===== config.mk =====
export PLATFORM = sky130hd
export DESIGN_NAME = update_retransmit_scheduler
export DESIGN_NICKNAME = d
export VERILOG_FILES = /design/src/rtl/urs_pkg.sv /design/src/rtl/urs_cfg_regs.sv /design/src/rtl/urs_core.sv /design/src/rtl/update_retransmit_scheduler.sv
export SDC_FILE = /design/constraint.sdc
export NUM_CORES = 1
export LEC_CHECK = 0
export BUFFER_PORTS_ARGS = -buffer_cell sky130_fd_sc_hd__buf_2
export CAP_MARGIN = 10
export CORE_MARGIN = 3
export CORE_UTILIZATION = 45
export DETAILED_ROUTE_END_ITERATION = 12
export GPL_TIMING_DRIVEN = 0
export HOLD_SLACK_MARGIN = 0.05
export SLEW_MARGIN = 20
export SYNTH_ARGS = -nofsm -noshare
export SYNTH_HDL_FRONTEND = slang
export SYNTH_SLANG_ARGS = --single-unit

===== constraint.sdc =====
create_clock -name clk -period 13.55 [get_ports clk]
set_clock_uncertainty 0.2 [all_clocks]
set_input_delay 0.6775 -clock clk [delete_from_list [all_inputs] [get_ports clk]]
set_output_delay 0.6775 -clock clk [all_outputs]
set_load 0.02 [all_outputs]

===== src/rtl/urs_pkg.sv =====
// ----------------------------------------------------------------------------
// urs_pkg: shared types and constants of the update retransmit scheduler
// Request, configuration and result types, codes and the lowest-id encoder.
// ----------------------------------------------------------------------------
`default_nettype none

package urs_pkg;

	localparam int MAX_IDS = 32;
	localparam int ID_W    = (MAX_IDS > 1) ? $clog2(MAX_IDS) : 1;

	localparam logic [15:0] RESET_TIMEOUT_MS  = 16'd500;
	localparam logic [7:0]  RESET_MAX_RETRIES = 8'd5;

	typedef enum logic [1:0] {
		MODE_TICK = 2'd0,
		MODE_PUSH = 2'd1,
		MODE_ACK  = 2'd2,
		MODE_NONE = 2'd3
	} mode_t;

	typedef enum logic [1:0] {
		EV_SET_INPUT  = 2'd0,
		EV_VAR_UPDATE = 2'd1,
		EV_DROPPED    = 2'd2
	} event_t;

	typedef enum logic [1:0] {
		REG_TIMEOUT_MS    = 2'd0,
		REG_MAX_RETRIES   = 2'd1,
		REG_WIDGET_COUNT  = 2'd2,
		REG_INPUT_MASK    = 2'd3
	} cfg_reg_t;

	typedef struct packed {
		logic [15:0] timeout_ms;
		logic [7:0]  max_retries;
		logic [5:0]  widget_count;
		logic [31:0] input_widget_mask;
	} cfg_t;

	typedef struct packed {
		mode_t       mode;
		logic [7:0]  widget_id;
		logic [7:0]  ack_seq;
		logic        ack_has_payload;
		logic [31:0] now_ms;
		logic        connected;
	} item_t;

	typedef struct packed {
		event_t      event_res;
		logic [4:0]  target_id;
		logic [7:0]  sequence_res;
		logic [7:0]  attempt;
	} result_t;

	function automatic logic [ID_W-1:0] lowest_set(input logic [MAX_IDS-1:0] mask);
		logic [ID_W-1:0] idx;
		idx = '0;
		for (int i = MAX_IDS - 1; i >= 0; i--) begin
			if (mask[i]) begin
				idx = ID_W'(i);
			end
		end
		return idx;
	endfunction

endpackage

`default_nettype wire


===== src/rtl/urs_cfg_regs.sv =====
// ----------------------------------------------------------------------------
// urs_cfg_regs: configuration registers
// Write-only register file for timeout, retry limit, widget count and mask.
// ----------------------------------------------------------------------------
`default_nettype none

module urs_cfg_regs (
	input  wire logic               clk,
	input  wire logic               arst_n,
	input  wire logic               cfg_wr_en,
	input  wire logic [1:0]         cfg_index,
	input  wire logic [31:0]        cfg_wdata,
	output urs_pkg::cfg_t           cfg
);
	import urs_pkg::*;

	cfg_t cfg_q;

	always_ff @(posedge clk or negedge arst_n) begin
		if (!arst_n) begin
			cfg_q.timeout_ms        <= RESET_TIMEOUT_MS;
			cfg_q.max_retries       <= RESET_MAX_RETRIES;
			cfg_q.widget_count      <= '0;
			cfg_q.input_widget_mask <= '0;
		end else if (cfg_wr_en) begin
			unique case (cfg_reg_t'(cfg_index))
				REG_TIMEOUT_MS:   cfg_q.timeout_ms        <= cfg_wdata[15:0];
				REG_MAX_RETRIES:  cfg_q.max_retries       <= cfg_wdata[7:0];
				REG_WIDGET_COUNT: cfg_q.widget_count      <= cfg_wdata[5:0];
				REG_INPUT_MASK:   cfg_q.input_widget_mask <= cfg_wdata;
				default: ;
			endcase
		end
	end

	assign cfg = cfg_q;

endmodule

`default_nettype wire


===== src/rtl/urs_core.sv =====
// ----------------------------------------------------------------------------
// urs_core: scheduler state and combinational update
// Pending mask, current id, sequence, retry count and send time; one request
// per cycle while go is high, with at most one send or drop event on a tick.
// ----------------------------------------------------------------------------
`default_nettype none

module urs_core (
	input  wire logic               clk,
	input  wire logic               arst_n,
	input  wire logic               go,
	input  wire urs_pkg::item_t     item,
	input  wire urs_pkg::cfg_t      cfg,
	output logic                    res_valid,
	output urs_pkg::result_t        res
);
	import urs_pkg::*;

	logic [MAX_IDS-1:0] pending_q, pending_n;
	logic [ID_W-1:0]    cur_q, cur_n;
	logic [7:0]         seq_q, seq_n;
	logic [7:0]         retry_q, retry_n;
	logic [31:0]        last_q, last_n;
	logic [31:0]        elapsed;

	always_ff @(posedge clk or negedge arst_n) begin
		if (!arst_n) begin
			pending_q <= '0;
			cur_q     <= '0;
			seq_q     <= '0;
			retry_q   <= '0;
			last_q    <= '0;
		end else if (go) begin
			pending_q <= pending_n;
			cur_q     <= cur_n;
			seq_q     <= seq_n;
			retry_q   <= retry_n;
			last_q    <= last_n;
		end
	end

	always_comb begin
		pending_n = pending_q;
		cur_n     = cur_q;
		seq_n     = seq_q;
		retry_n   = retry_q;
		last_n    = last_q;
		elapsed   = '0;
		res_valid = 1'b0;
		res       = '{event_res: EV_VAR_UPDATE, target_id: '0, sequence_res: '0,
			attempt: '0};
		unique case (item.mode)
			MODE_PUSH: begin
				if ({2'b00, item.widget_id} < {2'b00, cfg.widget_count, 2'b00} >> 2
						&& {1'b0, item.widget_id} < 9'(MAX_IDS)) begin
					pending_n[item.widget_id[ID_W-1:0]] = 1'b1;
				end
			end
			MODE_ACK: begin
				if (pending_q != '0 && item.ack_has_payload && item.ack_seq == seq_q) begin
					pending_n[cur_q] = 1'b0;
					retry_n = '0;
				end
			end
			MODE_TICK: begin
				if (item.connected && pending_q != '0) begin
					if (!pending_q[cur_q]) begin
						cur_n   = lowest_set(pending_q);
						seq_n   = seq_q + 8'd1;
						retry_n = '0;
						last_n  = '0;
					end
					elapsed = item.now_ms - last_n;
					if (last_n == '0 || elapsed >= {16'd0, cfg.timeout_ms}) begin
						res_valid        = 1'b1;
						res.target_id    = 5'(cur_n);
						res.sequence_res = seq_n;
						res.attempt      = retry_n;
						if (retry_n >= cfg.max_retries) begin
							res.event_res    = EV_DROPPED;
							pending_n[cur_n] = 1'b0;
							retry_n          = '0;
						end else begin
							res.event_res = cfg.input_widget_mask[5'(cur_n)] ?
								EV_SET_INPUT : EV_VAR_UPDATE;
							last_n  = item.now_ms;
							retry_n = retry_n + 8'd1;
						end
					end
				end
			end
			MODE_NONE: ;
			default: ;
		endcase
	end

endmodule

`default_nettype wire


===== src/rtl/update_retransmit_scheduler.sv =====
// ----------------------------------------------------------------------------
// update_retransmit_scheduler: stop-and-wait retransmit scheduler
// Tracks pending widget updates and issues send or drop events on ticks.
// ----------------------------------------------------------------------------
// One request is taken every cycle while the result side keeps up, a rate set
// by the whole state update (lowest-id pick, timeout subtract and compare,
// retry check) being combinational in the core. A request is registered on
// acceptance; once the core takes it, its event, if any, is registered for the
// master side. Configuration must be written through the plain write port
// while no request is in flight; the block itself does not enforce this.
`default_nettype none

module update_retransmit_scheduler (
	input  wire logic        clk,
	input  wire logic        arst_n,
	input  wire logic        cfg_wr_en,
	input  wire logic [1:0]  cfg_index,
	input  wire logic [31:0] cfg_wdata,
	input  wire logic        s_tvalid,
	output logic             s_tready,
	// widget_id[7:0], ack_seq[15:8], ack_has_payload[16], now_ms[48:17],
	// connected[49], zero pad[55:50]
	input  wire logic [55:0] s_tdata,
	// mode[1:0]
	input  wire logic [1:0]  s_tuser,
	output logic             m_tvalid,
	input  wire logic        m_tready,
	// target_id[4:0], sequence_res[12:5], attempt[20:13], zero pad[23:21]
	output logic [23:0]      m_tdata,
	// event_res[1:0]
	output logic [1:0]       m_tuser
);
	import urs_pkg::*;

	cfg_t    cfg;
	item_t   item_s1;
	logic    valid_s1;
	logic    advance;
	logic    go;
	logic    res_valid;
	result_t res;
	result_t out_q;
	logic    out_valid_q;

	urs_cfg_regs u_cfg (
		.clk       (clk),
		.arst_n    (arst_n),
		.cfg_wr_en (cfg_wr_en),
		.cfg_index (cfg_index),
		.cfg_wdata (cfg_wdata),
		.cfg       (cfg)
	);

	assign advance  = !out_valid_q || m_tready;
	assign s_tready = !valid_s1 || advance;
	assign go       = valid_s1 && advance;

	always_ff @(posedge clk or negedge arst_n) begin
		if (!arst_n) begin
			valid_s1 <= 1'b0;
		end else if (s_tready) begin
			valid_s1 <= s_tvalid;
		end
	end

	always_ff @(posedge clk) begin
		if (s_tvalid && s_tready) begin
			item_s1.mode            <= mode_t'(s_tuser);
			item_s1.widget_id       <= s_tdata[7:0];
			item_s1.ack_seq         <= s_tdata[15:8];
			item_s1.ack_has_payload <= s_tdata[16];
			item_s1.now_ms          <= s_tdata[48:17];
			item_s1.connected       <= s_tdata[49];
		end
	end

	urs_core u_core (
		.clk       (clk),
		.arst_n    (arst_n),
		.go        (go),
		.item      (item_s1),
		.cfg       (cfg),
		.res_valid (res_valid),
		.res       (res)
	);

	always_ff @(posedge clk or negedge arst_n) begin
		if (!arst_n) begin
			out_valid_q <= 1'b0;
		end else if (go && res_valid) begin
			out_valid_q <= 1'b1;
		end else if (m_tready) begin
			out_valid_q <= 1'b0;
		end
	end

	always_ff @(posedge clk) begin
		if (go && res_valid) begin
			out_q <= res;
		end
	end

	assign m_tvalid = out_valid_q;
	assign m_tdata  = {3'b000, out_q.attempt, out_q.sequence_res, out_q.target_id};
	assign m_tuser  = out_q.event_res;

endmodule

`default_nettype wire

* After elaboration in Yosys (flattened, before gate mapping)
Cells that the tools add are included.
** Word-level totals
- Input port bits :: 97
- Flip-flop bits (word level) :: 224
** Cells by class
- Mux-type cells :: 72
- Magnitude comparators :: 10
- $add $sub $neg :: 3
- Reduce and logical (&&, ||, !) cells :: 30
- Bitwise operators :: 5
- Equality and inequality tests :: 11
** Operators by type and width (count)
- two-way mux 32 bit :: 10
- two-way mux 5 bit :: 35
- case mux 32 bit (3 select lines) :: 1
- bitwise AND 32 bit :: 2
- two-way mux 8 bit :: 8
- inverter 32 bit :: 2
- >= comparator 32 x 16 -> 1 bit :: 1
- logical NOT 32 bit :: 1
- bitwise OR 32 bit :: 1
- nonzero test 32 bit :: 1
- subtractor 32 bit :: 1
- less-than comparator 5 x 6 -> 1 bit (second input constant) :: 3
- adder 8 x 1 -> 8 bit (second input constant) :: 2
- case mux 8 bit (2 select lines) :: 1
- demux 1 bit (select 5 bit) :: 3
- >= comparator 5 x 1 -> 1 bit (second input constant) :: 3
- two-way mux 1 bit :: 11
- binary-select mux 1 bit (select 5 bit) :: 2
- logical AND 1 bit :: 10
- != test 2 x 1 -> 1 bit (second input constant) :: 5
- equality test 8 bit :: 1
- >= comparator 8 bit :: 1
- less-than comparator 8 x 6 -> 1 bit :: 1
- less-than comparator 8 x 6 -> 1 bit (second input constant) :: 1
- 12 further kinds :: 24

* Longest topological paths before layout
- Depth in word-level cells :: 45
- Mapped depth :: 31
- Gate-level depth less buffers :: 25

* By module
From an unflattened synthesis, not the netlist that was laid out.
** Second synthesis, totals
- Cells, all modules :: 1239
- Area total of the unflattened synthesis :: 12942.4 sq um
** Modules (own cells, without submodules)
- urs_core :: area an instance 8227.9 sq um, instances 1, cells an instance 1018
- update_retransmit_scheduler :: area an instance 2389.8 sq um, instances 1, cells an instance 89
- urs_cfg_regs :: area an instance 2324.7 sq um, instances 1, cells an instance 132

* Worst setup path after synthesis
Ideal clock, no wire load.
- Kind :: register to register
- Start :: reg u_core.cur_q[2]
- End :: reg out_q (netlist bit m_tdata[0]), enable pin
- Buffers on the path :: 6
- Setup time :: 0.403 ns
- Slack :: 6.694 ns
- Stages on the path, launching flop included :: 28
- Arrival time :: 6.254 ns
- Path through :: dfrtp_1 buf_6 or3_1 buf_2 o221ai_2 a221o_2 or2_1 buf_6 clkbuf_1 clkbuf_1 clkbuf_1 nand2_1 fa_1 a21o_1 a221oi_2 a31oi_1 and2_1 o21ai_0 nand2b_1 xor2_1 ha_1 nand4_1 a211oi_1 o41ai_1 a21oi_1 nor4b_2 and4_4 nor2_1
** On the way
- Word-level cells in the longest chain between the ends :: 12
- Elaborated cells between the ends (all ways) :: 13
** RTL lines
- from (decl) :: RTL line urs_core.sv:20 : logic [ID_W-1:0] cur_q, cur_n;
- from (signal assigned) :: RTL line urs_core.sv:35 : cur_q <= cur_n;
- binary-select mux 1 bit (select 5 bit) * :: RTL line urs_core.sv:67 : if (!pending_q[cur_q]) begin
- two-way mux 1 bit (not written as such) * :: RTL line urs_core.sv:67
- two-way mux 32 bit * :: RTL line urs_core.sv:67
- two-way mux 32 bit * :: RTL line urs_core.sv:66 : if (item.connected && pending_q != '0) begin
- two-way mux 32 bit * :: RTL line urs_core.sv:52 : unique case (item.mode)
- subtractor 32 bit :: RTL line urs_core.sv:73 : elapsed = item.now_ms - last_n;
- >= comparator 32 x 16 -> 1 bit :: RTL line urs_core.sv:74 : if (last_n == '0 || elapsed >= {16'd0, cfg.timeout_ms}) begin
- logical OR 1 bit * :: RTL line urs_core.sv:74
- two-way mux 1 bit * :: RTL line urs_core.sv:74
- two-way mux 1 bit * :: RTL line urs_core.sv:66
- two-way mux 1 bit * :: RTL line urs_core.sv:52
- logical AND 1 bit * :: RTL line update_retransmit_scheduler.sv:98 : if (go && res_valid) begin
- to (signal assigned) :: RTL line update_retransmit_scheduler.sv:99 : out_q <= res;
- to (decl) :: RTL line update_retransmit_scheduler.sv:42 : result_t out_q;
Every way passes the cells marked *; elsewhere a longest branch is shown, timed or not. The select of a mux whose other input is x is not followed.
A chain may end at the register's enable or synchronous reset.

* Final worst setup path
- Start :: reg u_core.cur_q[3]
- End :: reg out_q (netlist bit m_tdata[6]) (data pin)
** On the way
- Word-level cells in the longest chain between the ends :: 9
- Elaborated cells between the ends (all ways) :: 11
** RTL lines (RTL line)
- binary-select mux 1 bit (select 5 bit) * :: urs_core.sv:67
- two-way mux 1 bit (not written as such) * :: urs_core.sv:67
- two-way mux 32 bit :: urs_core.sv:67
- two-way mux 32 bit :: urs_core.sv:66
- two-way mux 32 bit :: urs_core.sv:52
- subtractor 32 bit :: urs_core.sv:73
- >= comparator 32 x 16 -> 1 bit :: urs_core.sv:74
- logical OR 1 bit :: urs_core.sv:74
- AND reduction 3 bit (no source line)
Marked as above.

==> impl_metrics.ini <==
[cells_and_area]
areaGrowthSynthToFinish_pct = 15.21
diodes = 0
ff_latch_area_um2 = 5991
drive_gt1_frac = 0.2245
fill_cells = 2720
multi_input_area_um2 = 7051
nNetsFinal = 1676

[drt]
wl_met1_um = 18660
finalWirelength_um = 39570
drt-initial-drc-count = 864
via_count = 11366
wl_met2_um = 17490
route.met3.wl_um = 2404
top_layer = met4
antenna_left = 0
viasPerCell = 5.898
avgRoutedWirePerCell_um = 20.53
drc = 0
dr.pass1.iters = 6

[timing]
min_period_ns = 8.703
setup_ws_ns = 4.847
final-setup-viol-count = 0
tightest_slew_ns = 1.081
hold_viol_final = 0
fin_crit_sh = 0.6423
tns_ns = 0
clock.fmax_ghz = 0.1149
drv_slew = 0
slew_headroom = 0.2792
whs_ns = 0.1073
rsz0062_at_grt = no

[clocking]
cts_buffer_depth = 3
cts_tree = yes
cts-buffers-inserted = 27
clk_latency_ns = 0.54
h-tree-depth = 1
cts_root_buf = clkbuf_16
cts.sinks = 224
post_cts_resize_count = 0
path_clk_slew_ns = 0.06

[yosys]
synth_area_leader_cell = dfrtp_1
synth_enable_flop_cells = 75
synthCells = 1364
yosysMostFrequentCell = dfrtp_1
ys.flop_type = dfrtp_1
netlist_area_um2 = 13600
synth-async-reset-ratio = 0.6652
ys_seq_elements = 224
yosysWarningCount = 0
yosys-top-cells-count = dfrtp_1, nand2_1, o21ai_0, a21oi_1, nor2_1
ys_seq_area_frac = 0.4404
synthTopCellsByArea = dfrtp_1, edfxtp_1, ha_1
synthDistinctLibCells = 89
synth.avg_cell_area_um2 = 9.974
synth_top_area_frac = 0.2594

[setup_path]
cp.required_ns = 13.60
worstSetupPathType = reg2reg
critPathMostFrequentCell = clkbuf_1
setup.worst_path.start_class = flop
cp_max_fo = 10
arrival_ns = 8.75
max_stage_delay_ns = 0.53
worst_setup_path_end_kind = flop
crit_path_top_delay_cell = clkbuf_1

[power]
irDropWorstVdd_v = 0.0001164
power.total_w = 0.002993
power_density_nw_per_um2 = 190.9
total_leakage_power_nw = 6.382

[floorplanning]
ios = 125
die_w_um = 179.9
die_h_um = 179.9
initial_core_util = 0.4578
dieArea_um2 = 32350
core-area_um2 = 29720
rows = 63

[global_route]
grt_pass1_wl_um = 62200
grt_start_max_net_pins = 53
grt_pass1_vias = 10984
antenna_found_initial = 0
grt.total_usage = 0.2371
overflow = 0

[place]
dp_hpwl_um = 29730
io_buffers = 115
gp_congestion = 0.9924
place_ws_ns = 4.965

[outcome]
status = completed

[hold_path]
hold_class = in2reg

[run]
drv_cap = 0
-- metrics by stage --
step                instance area, µm²    util  instances
finish                           15670  0.5274       1927
floorplan                        13610       -       1366
CTS                              15670  0.5274       1927
detailed placement               14790  0.4978       1876
global placement                 14680  0.4938       1871
global route                     15670  0.5274       1927
-- sequential cells by signal (all words and copies together) (netlist names) --
register and cells:
item_s1 52, m_tdata 21, m_tuser 2, m_tvalid 1
u_cfg.cfg 62, u_core.cur_q 5, u_core.last_q 32, u_core.pending_q 32
u_core.retry_q 8, u_core.seq_q 8, valid_s1 1
-- worst max-delay path: cells and delay by family (launching register included) --
kind | cells | cell delay [ns]
buf+inv | 6 | 2.47
xor+xnor | 1 | 0.22
compound gates | 8 | 1.95
simple gates | 12 | 2.45
flops | 1 | 0.37
fa+ha+maj | 2 | 0.73
-- area by class of cell --
class,instances,area share
multi-input combinational,1014,0.4498
sequential,224,0.3822
clock buffer,44,0.05173
timing repair buffer,121,0.04343
tap,390,0.03113
buffer,70,0.02395
inverter,58,0.01389
clock inverter,6,0.003832
-- what timing repair did --
item                      4_1_cts  5_1_grt
hold endpoints to repair       47        0
hold buffers                    1        0
setup buffers                   0        0
-- worst paths after layout --
path	start	end	slack, ns	cells past startpoint
setup / recovery	u_core.cur_q[3]	m_tdata[6]	4.85	29
hold / removal	s_tdata[27]	item_s1[11]	0.11	1
setup reg to reg	u_core.cur_q[3]	m_tdata[6]	4.85	29
hold reg to reg	u_cfg.cfg[15]	u_cfg.cfg[15]	0.30	1
max in group asynchronous	arst_n	u_cfg.cfg[52]	11.76	4
min in group asynchronous	arst_n	u_core.pending_q[14]	0.42	2
-- routing by layer --
layer / global-route usage / vias to the layer above
met5: 0 / -
met4: 0.05786 / 0
met3: 0.03501 / 62
met2: 0.3640 / 361
met1: 0.3547 / 5566
li1: - / 5377
-- cell usage in the layout (no fill, tap or decap), types with 58 or more instances in the layout --
master	n
dfrtp_1	141
buf_2	127
nand2_1	113
o21ai_0	90
a21oi_1	83
nor2_1	81
edfxtp_1	75
nand3_1	63
ha_1	62
mux2_2	59
inv_1	58
-- logic make-up (layout without fill, tap and decap cells) --
family | after synthesis | in the layout | share of synthesized area
buffers and inverters | 128 | 299 | 0.04359
muxes | 84 | 84 | 0.07367
xor gates and xnor gates | 40 | 40 | 0.02575
AOI/OAI and AO/OA | 392 | 392 | 0.1975
adders and majority gates | 63 | 63 | 0.05849
DFF | 224 | 224 | 0.4404
and+or+nand+nor | 432 | 432 | 0.1604
other | 1 | 3 | 0.0002756
-- report_power, final --
part	leakage, nW	total [W]	internal (W)	switching, W
Sequential	2.61	0.000909	0.000817	0.0000925
Combinational	3.35	0.00138	0.000518	0.000862
Clock	0.424	0.000703	0.000425	0.000278
Total	6.38	0.00299	0.00176	0.00123
No activity file was read; power rests on OpenSTA's default activity.
